### src/sv/cvpc_pkg.sv
// Types and constants of the calibrated valley and peak counter.
package cvpc_pkg;

   localparam int SAMPLE_W = 8;
   localparam int PHASE_W  = 12;
   localparam int COUNT_W  = 8;
   localparam int CSR_IDX_W  = 2;
   localparam int CSR_DATA_W = 12;

   localparam logic [PHASE_W-1:0]  CAL_LENGTH_RESET = 12'd100;
   localparam logic [COUNT_W-1:0]  MIN_RUN_RESET    = 8'd10;
   localparam logic [SAMPLE_W-1:0] PEAK_FLOOR_RESET = 8'd30;
   localparam logic [SAMPLE_W-1:0] SAMPLE_MAX       = 8'd255;
   localparam logic [COUNT_W-1:0]  RUN_MAX          = 8'd255;

   typedef enum logic [CSR_IDX_W-1:0] {
      CSR_CAL_LENGTH = 2'd0,
      CSR_MIN_RUN    = 2'd1,
      CSR_PEAK_FLOOR = 2'd2
   } csr_index_type;

   typedef struct packed {
      logic [PHASE_W-1:0]  calibrate_length;
      logic [COUNT_W-1:0]  min_run;
      logic [SAMPLE_W-1:0] peak_floor;
   } cfg_type;

   typedef struct packed {
      logic [PHASE_W-1:0]  phase_count;
      logic [SAMPLE_W-1:0] window_min;
      logic [SAMPLE_W-1:0] window_max;
      logic [SAMPLE_W-1:0] valley_value;
      logic [COUNT_W-1:0]  valley_run;
      logic [COUNT_W-1:0]  peak_count;
   } state_type;

   typedef struct packed {
      logic                calibrating;
      logic                peak_seen;
      logic [COUNT_W-1:0]  peak_total;
      logic [SAMPLE_W-1:0] cal_min;
      logic [SAMPLE_W-1:0] cal_max;
      logic                window_done;
   } result_type;

   localparam cfg_type CFG_RESET = '{
      calibrate_length: CAL_LENGTH_RESET,
      min_run:          MIN_RUN_RESET,
      peak_floor:       PEAK_FLOOR_RESET
   };

   localparam state_type STATE_CLEAR = '{
      phase_count:  '0,
      window_min:   SAMPLE_MAX,
      window_max:   '0,
      valley_value: '0,
      valley_run:   '0,
      peak_count:   '0
   };

endpackage

### src/sv/cvpc_if.sv
// Request and response channel interfaces.
interface cvpc_req_if import cvpc_pkg::*; ();
   logic                valid;
   logic                ready;
   logic [SAMPLE_W-1:0] sample;
   logic                last;

   modport source (output valid, output sample, output last, input ready);
   modport sink   (input valid, input sample, input last, output ready);
endinterface

interface cvpc_rsp_if import cvpc_pkg::*; ();
   logic                valid;
   logic                ready;
   logic                calibrating;
   logic                peak_seen;
   logic [COUNT_W-1:0]  peak_total;
   logic [SAMPLE_W-1:0] cal_min;
   logic [SAMPLE_W-1:0] cal_max;
   logic                window_done;

   modport source (output valid, output calibrating, output peak_seen, output peak_total,
                   output cal_min, output cal_max, output window_done, input ready);
   modport sink   (input valid, input calibrating, input peak_seen, input peak_total,
                   input cal_min, input cal_max, input window_done, output ready);
endinterface

### src/sv/cvpc_update.sv
// Per-sample update of window state and result fields.
module cvpc_update import cvpc_pkg::*; (
   input  state_type           st,
   input  cfg_type             cfg,
   input  logic [SAMPLE_W-1:0] sample,
   input  logic                last,
   output state_type           st_next,
   output result_type          res
);

   state_type           nxt;
   logic                cal;
   logic                peak;
   logic [SAMPLE_W-1:0] valley;

   always_comb begin
      nxt    = st;
      peak   = 1'b0;
      cal    = st.phase_count < cfg.calibrate_length;
      valley = (st.valley_run == '0) ? sample : st.valley_value;
      if (cal) begin
         if (sample > st.window_max) begin
            nxt.window_max = sample;
         end
         if (sample < st.window_min) begin
            nxt.window_min = sample;
         end
         nxt.valley_value = nxt.window_max;
         nxt.phase_count  = st.phase_count + PHASE_W'(1);
      end else if (sample > st.window_min) begin
         if (st.valley_run >= cfg.min_run && sample > cfg.peak_floor) begin
            peak             = 1'b1;
            nxt.peak_count   = st.peak_count + COUNT_W'(1);
            nxt.valley_run   = '0;
            nxt.valley_value = st.window_max;
         end
      end else begin
         nxt.valley_value = valley;
         if (sample == valley && st.valley_run != RUN_MAX) begin
            nxt.valley_run = st.valley_run + COUNT_W'(1);
         end
      end
   end

   always_comb begin
      res.calibrating = cal;
      res.peak_seen   = peak;
      res.peak_total  = nxt.peak_count;
      res.cal_min     = nxt.window_min;
      res.cal_max     = nxt.window_max;
      res.window_done = last;
      st_next         = last ? STATE_CLEAR : nxt;
   end

endmodule

### src/sv/calibrated_valley_peak_counter_core.sv
// Calibrated valley and peak counter: one 8-bit sample per item, one result per item.
// Throughput is one item per clock unless the response side stalls. Window state and
// the registered result update together at the edge that accepts an item, and a new item
// is taken whenever the result register is empty or its item leaves in the same cycle.
// Configuration writes take effect on the next accepted item and survive window ends.
module calibrated_valley_peak_counter_core import cvpc_pkg::*; (
   input  logic                  clock,
   input  logic                  reset,
   cvpc_req_if.sink              req_if,
   cvpc_rsp_if.source            rsp_if,
   input  logic                  csr_we,
   input  logic [CSR_IDX_W-1:0]  csr_index,
   input  logic [CSR_DATA_W-1:0] csr_wdata
);

   cfg_type    cfg_ff;
   cfg_type    cfg_in;
   state_type  st_ff;
   state_type  st_in;
   result_type rsp_ff;
   result_type rsp_in;
   logic       rsp_valid_ff;
   logic       req_take;

   assign req_if.ready = !rsp_valid_ff || rsp_if.ready;
   assign req_take     = req_if.valid && req_if.ready;

   cvpc_update u_update (
      .st      (st_ff),
      .cfg     (cfg_ff),
      .sample  (req_if.sample),
      .last    (req_if.last),
      .st_next (st_in),
      .res     (rsp_in)
   );

   always_comb begin
      cfg_in = cfg_ff;
      if (csr_we) begin
         case (csr_index)
            CSR_CAL_LENGTH: cfg_in.calibrate_length = csr_wdata[PHASE_W-1:0];
            CSR_MIN_RUN:    cfg_in.min_run          = csr_wdata[COUNT_W-1:0];
            CSR_PEAK_FLOOR: cfg_in.peak_floor       = csr_wdata[SAMPLE_W-1:0];
            default:        cfg_in = cfg_ff;
         endcase
      end
   end

   always_ff @(posedge clock) begin
      if (reset) begin
         cfg_ff       <= CFG_RESET;
         st_ff        <= STATE_CLEAR;
         rsp_valid_ff <= 1'b0;
      end else begin
         cfg_ff <= cfg_in;
         if (req_take) begin
            st_ff        <= st_in;
            rsp_valid_ff <= 1'b1;
         end else if (rsp_if.ready) begin
            rsp_valid_ff <= 1'b0;
         end
      end
   end

   always_ff @(posedge clock) begin
      if (req_take) begin
         rsp_ff <= rsp_in;
      end
   end

   assign rsp_if.valid       = rsp_valid_ff;
   assign rsp_if.calibrating = rsp_ff.calibrating;
   assign rsp_if.peak_seen   = rsp_ff.peak_seen;
   assign rsp_if.peak_total  = rsp_ff.peak_total;
   assign rsp_if.cal_min     = rsp_ff.cal_min;
   assign rsp_if.cal_max     = rsp_ff.cal_max;
   assign rsp_if.window_done = rsp_ff.window_done;

endmodule

### src/flat_wrapper.sv
// flat-port wrapper written by rule: the top's interface ports become plain ports
module calibrated_valley_peak_counter_core_flat import cvpc_pkg::*;
  (clock, reset, csr_we, csr_index, csr_wdata, req_if_valid, req_if_sample, req_if_last, req_if_ready, rsp_if_valid, rsp_if_calibrating, rsp_if_peak_seen, rsp_if_peak_total, rsp_if_cal_min, rsp_if_cal_max, rsp_if_window_done, rsp_if_ready);
  cvpc_req_if req_if_i ();
  cvpc_rsp_if rsp_if_i ();
  input  logic clock;
  input  logic reset;
  input  logic csr_we;
  input  logic [CSR_IDX_W-1:0] csr_index;
  input  logic [CSR_DATA_W-1:0] csr_wdata;
  input wire logic [$bits(req_if_i.valid)-1:0] req_if_valid;
  input wire logic [$bits(req_if_i.sample)-1:0] req_if_sample;
  input wire logic [$bits(req_if_i.last)-1:0] req_if_last;
  output wire logic [$bits(req_if_i.ready)-1:0] req_if_ready;
  output wire logic [$bits(rsp_if_i.valid)-1:0] rsp_if_valid;
  output wire logic [$bits(rsp_if_i.calibrating)-1:0] rsp_if_calibrating;
  output wire logic [$bits(rsp_if_i.peak_seen)-1:0] rsp_if_peak_seen;
  output wire logic [$bits(rsp_if_i.peak_total)-1:0] rsp_if_peak_total;
  output wire logic [$bits(rsp_if_i.cal_min)-1:0] rsp_if_cal_min;
  output wire logic [$bits(rsp_if_i.cal_max)-1:0] rsp_if_cal_max;
  output wire logic [$bits(rsp_if_i.window_done)-1:0] rsp_if_window_done;
  input wire logic [$bits(rsp_if_i.ready)-1:0] rsp_if_ready;
  assign req_if_i.valid = req_if_valid;
  assign req_if_i.sample = req_if_sample;
  assign req_if_i.last = req_if_last;
  assign req_if_ready = req_if_i.ready;
  assign rsp_if_valid = rsp_if_i.valid;
  assign rsp_if_calibrating = rsp_if_i.calibrating;
  assign rsp_if_peak_seen = rsp_if_i.peak_seen;
  assign rsp_if_peak_total = rsp_if_i.peak_total;
  assign rsp_if_cal_min = rsp_if_i.cal_min;
  assign rsp_if_cal_max = rsp_if_i.cal_max;
  assign rsp_if_window_done = rsp_if_i.window_done;
  assign rsp_if_i.ready = rsp_if_ready;
  calibrated_valley_peak_counter_core u_core (.clock(clock), .reset(reset), .req_if(req_if_i), .rsp_if(rsp_if_i), .csr_we(csr_we), .csr_index(csr_index), .csr_wdata(csr_wdata));
endmodule
### config.mk
export PLATFORM = sky130hd
export DESIGN_NAME = calibrated_valley_peak_counter_core_flat
export DESIGN_NICKNAME = d
export VERILOG_FILES = /design/src/sv/cvpc_pkg.sv /design/src/sv/cvpc_if.sv /design/src/sv/cvpc_update.sv /design/src/sv/calibrated_valley_peak_counter_core.sv /design/src/flat_wrapper.sv
export SDC_FILE = /design/constraint.sdc
export NUM_CORES = 1
export LEC_CHECK = 0
export BUFFER_PORTS_ARGS = -buffer_cell sky130_fd_sc_hd__buf_2
export CORE_MARGIN = 2
export CORE_UTILIZATION = 25
export DETAILED_ROUTE_END_ITERATION = 6
export PLACE_DENSITY_LB_ADDON = 0.12
export SETUP_SLACK_MARGIN = 0.05
export SKIP_LAST_GASP = 1
export SYNTH_ARGS = -nofsm -noshare
export SYNTH_HDL_FRONTEND = slang
export SYNTH_SLANG_ARGS = --single-unit
### constraint.sdc
create_clock -name clock -period 2.35 [get_ports clock]
set_input_delay 0.3525 -clock clock [delete_from_list [all_inputs] [get_ports clock]]
set_output_delay 0.3525 -clock clock [all_outputs]
set_load 0.02 [all_outputs]
==> flow_metrics.env <==
export IMPL_final_cell_mix="107 x buf_4, 59 x nand2_1, 57 x dfxtp_1"
export IMPL_finalHoldViolations=0
export IMPL_syn_num_nets=768
export IMPL_vias_per_cell=4.75
export IMPL_pwr_share_clk=0.363
export IMPL_min_path_type="in -> reg"
export IMPL_synth_cell_type_count=59
export IMPL_fmax_mhz=426
export IMPL_slew_violations=0
export IMPL_grt_first_pass_wirelength_um=30200
export IMPL_vdd_drop_max_v=0.000269
export IMPL_dr_pass1_iters=5
export IMPL_track_usage=0.147
export IMPL_ant_nets=0
export IMPL_ys_async_sr_fraction=0
export IMPL_antenna_found_initial=0
export IMPL_drt_wl_total_um=18700
export IMPL_synthesis_area_um2=6090
export IMPL_worstSetupStartpointType="flop"
export IMPL_clock_tree_root_cell="clkbuf_16"
export IMPL_path_max_fanout=8
export IMPL_min_period_ns=2.35
export IMPL_layout_commonest_cell="buf_4"
export IMPL_p_leak_nw=3.48
export IMPL_dieArea_um2=25600
export IMPL_endpoint_kind="flop"
export IMPL_clock_path_buffers=2
export IMPL_core_um2=24100
export IMPL_first_global_vias=5649
export IMPL_cts_sinks=108
export IMPL_clock_skew_ns=0.00871
export IMPL_synth_edf_count=27
export IMPL_internal_power_w=0.00312
export IMPL_postSynthCellCount=693
export IMPL_combPwrFrac=0.165
export IMPL_synth_warning_count=0
export IMPL_cts_hold_buf=0
export IMPL_ys_ff_latch=108
export IMPL_avgSynthCellArea_um2=8.79
export IMPL_drive_above_1_share=0.383
export IMPL_drv_cap=0
export IMPL_whs_ns=0.228
export IMPL_synthToLayoutAreaGrowth_pct=40.1
export IMPL_slew_headroom=0.633
export IMPL_drt_iter0_markers=266
export IMPL_cts_max_level=3
export IMPL_fin_nets=921
export IMPL_slowest_stage="dfxtp_2"
export IMPL_pwr_share_seq=0.472
export IMPL_cts_buffers=9
export IMPL_die_y_um=160
export IMPL_place_congestion=0.802
export IMPL_switching_share=0.267
export IMPL_dpl_hpwl_um=13500
export IMPL_numPortBuffers=56
export IMPL_outcome="finished clean"
export IMPL_power_density_nw_per_um2=500
export IMPL_io_pins=57
export IMPL_die_w_um=160
export IMPL_tightest_slew_ns=0.548
export IMPL_finalSetupTns_ns=0
export IMPL_wl_per_cell_um=15.9
export IMPL_initial_core_util=0.253
export IMPL_synth_main_ff_cell="dfxtp_1"
export IMPL_timing_final_crit_share=0.998
export IMPL_cts_tree="done"
export IMPL_path_cells="inv_2 -> ha_4 -> nor2b_1 -> o211ai_1 -> buf_4 -> a21oi_4 -> or2_4 -> nor4_4 -> buf_4 -> or2b_1 -> a31oi_4"
export IMPL_cp_arrival_ns=2.63
export IMPL_p_switching_w=0.00114
export IMPL_rsz0062_at_grt="true"
export IMPL_ys_seq_area_frac=0.399
export IMPL_insertion_delay_ns=0.36
export IMPL_critPathMaxStageDelay_ns=0.34
export IMPL_cp_common_cell="buf_4"
export IMPL_required_ns=2.64
export IMPL_insertedDiodeCount=0
export IMPL_row_count=57
export IMPL_grt_max_degree=52
export IMPL_setup_viol=0
export IMPL_drcViolationCount=0
export IMPL_vias=5583
export IMPL_clk_pin_slew_ns=0.07
export IMPL_grt_ovfl_total=0
export IMPL_crit_type="reg -> reg"
metal layers:
metal	vias to the layer above	part of all wire	GRT usage
met5	-	0	0
met2	93	0.47	0.247
met4	0	0.025	0.0545
li1	2826	-	-
met3	20	0.026	0.0205
met1	2644	0.48	0.193
flip-flops by register name, summed over array words and instances (netlist names):
register                   flops
u_core.cfg_ff                 28
u_core.rsp_if.cal_max          8
u_core.rsp_if.cal_min          8
u_core.rsp_if.calibrating      1
u_core.rsp_if.peak_seen        1
u_core.rsp_if.peak_total       8
u_core.rsp_if.valid            1
u_core.rsp_if.window_done      1
u_core.st_ff                  52
Yosys cell counts (all sizes together), types with 6 or more instances:
cell type  instances  share of area
nand4             20          0.021
clkbuf            25          0.015
nand3             31          0.025
dfxtp             81           0.27
edfxtp            27           0.13
a21oi             66          0.054
or2               10          0.010
buf                8         0.0068
a41oi              9          0.013
mux2i             13          0.021
ha                47          0.097
o211ai            11          0.014
o2bb2ai            8          0.012
a211o              6         0.0088
a21o               7         0.0086
inv               46          0.028
nand2b            10          0.010
xnor2             14          0.020
o21ai             43          0.037
or3               16          0.016
nor2              40          0.025
nand2             65          0.042
mux2              10          0.019
and3              13          0.014
a31oi             18          0.018
nand3b             7         0.0086
o31a               8          0.012
power groups by stage:
stage	Clock (W)	Sequential, W	Combinational (W)
global placement	0	0.00205	0.000620
CTS	0.00161	0.00201	0.000661
floorplan	0	0.00209	0.000303
detailed placement	0	0.00205	0.000626
finish	0.00155	0.00201	0.000705
global route	0.00168	0.00202	0.000777
repair_timing:
item,4_1_cts,5_1_grt
cloned,1,1
pin swaps,27,36
setup buffers,8,13
endpoints found under the setup margin,67,74
resized for setup,69,73
critical path, delay by kind of cell, from the launching register on:
family / cells / cell delay, ns
AND/OR/NAND/NOR: 4 / 0.94
adder cells (fa/ha/maj): 1 / 0.20
flip-flops: 1 / 0.34
AO/OA/AOI/OAI: 3 / 0.41
buffers and inverters: 3 / 0.39
cell type report:
class | count | area, µm²
sequential | 108 | 2460
inverter | 47 | 176
timing repair buffer | 175 | 1270
tap | 324 | 405
clock buffer | 15 | 289
multi-input combinational | 505 | 3920
clock inverter | 1 | 5.00
fill | 2531 | 15600
metrics by stage:
stage / total power, W / setup slack, ns / std cells / util / area [µm²]
4_1_cts: 0.00428 / 0.0469 / 1164 / 0.337 / 8130
2_1_floorplan: 0.00239 / -0.00222 / 693 / - / 6120
6_report: 0.00426 / 0.00452 / 1175 / 0.354 / 8530
5_1_grt: 0.00447 / -0.146 / 1175 / 0.354 / 8530
3_5_place_dp: 0.00267 / -0.221 / 1140 / 0.309 / 7440
3_3_place_gp: 0.00267 / -0.141 / 1140 / 0.309 / 7440
logic make-up after synthesis:
family	share of synthesized area
AOI/OAI and AO/OA	0.195
xor gates and xnor gates	0.0216
adders and majority gates	0.0965
buffers and inverters	0.0511
DFF	0.399
muxes	0.0405
and+or+nand+nor	0.196
worst paths after layout:
check / start / to / slack (ns) / depth (start not counted)
worst max-delay path: u_core.st_ff[33] / u_core.st_ff[11] / 0.005 / 11
worst min-delay path: csr_wdata[10] / u_core.cfg_ff[26] / 0.23 / 3
worst max register to register: u_core.st_ff[33] / u_core.st_ff[11] / 0.005 / 11
worst min register to register: u_core.cfg_ff[27] / u_core.cfg_ff[27] / 0.46 / 2
Power figures use the tool's default switching activity.
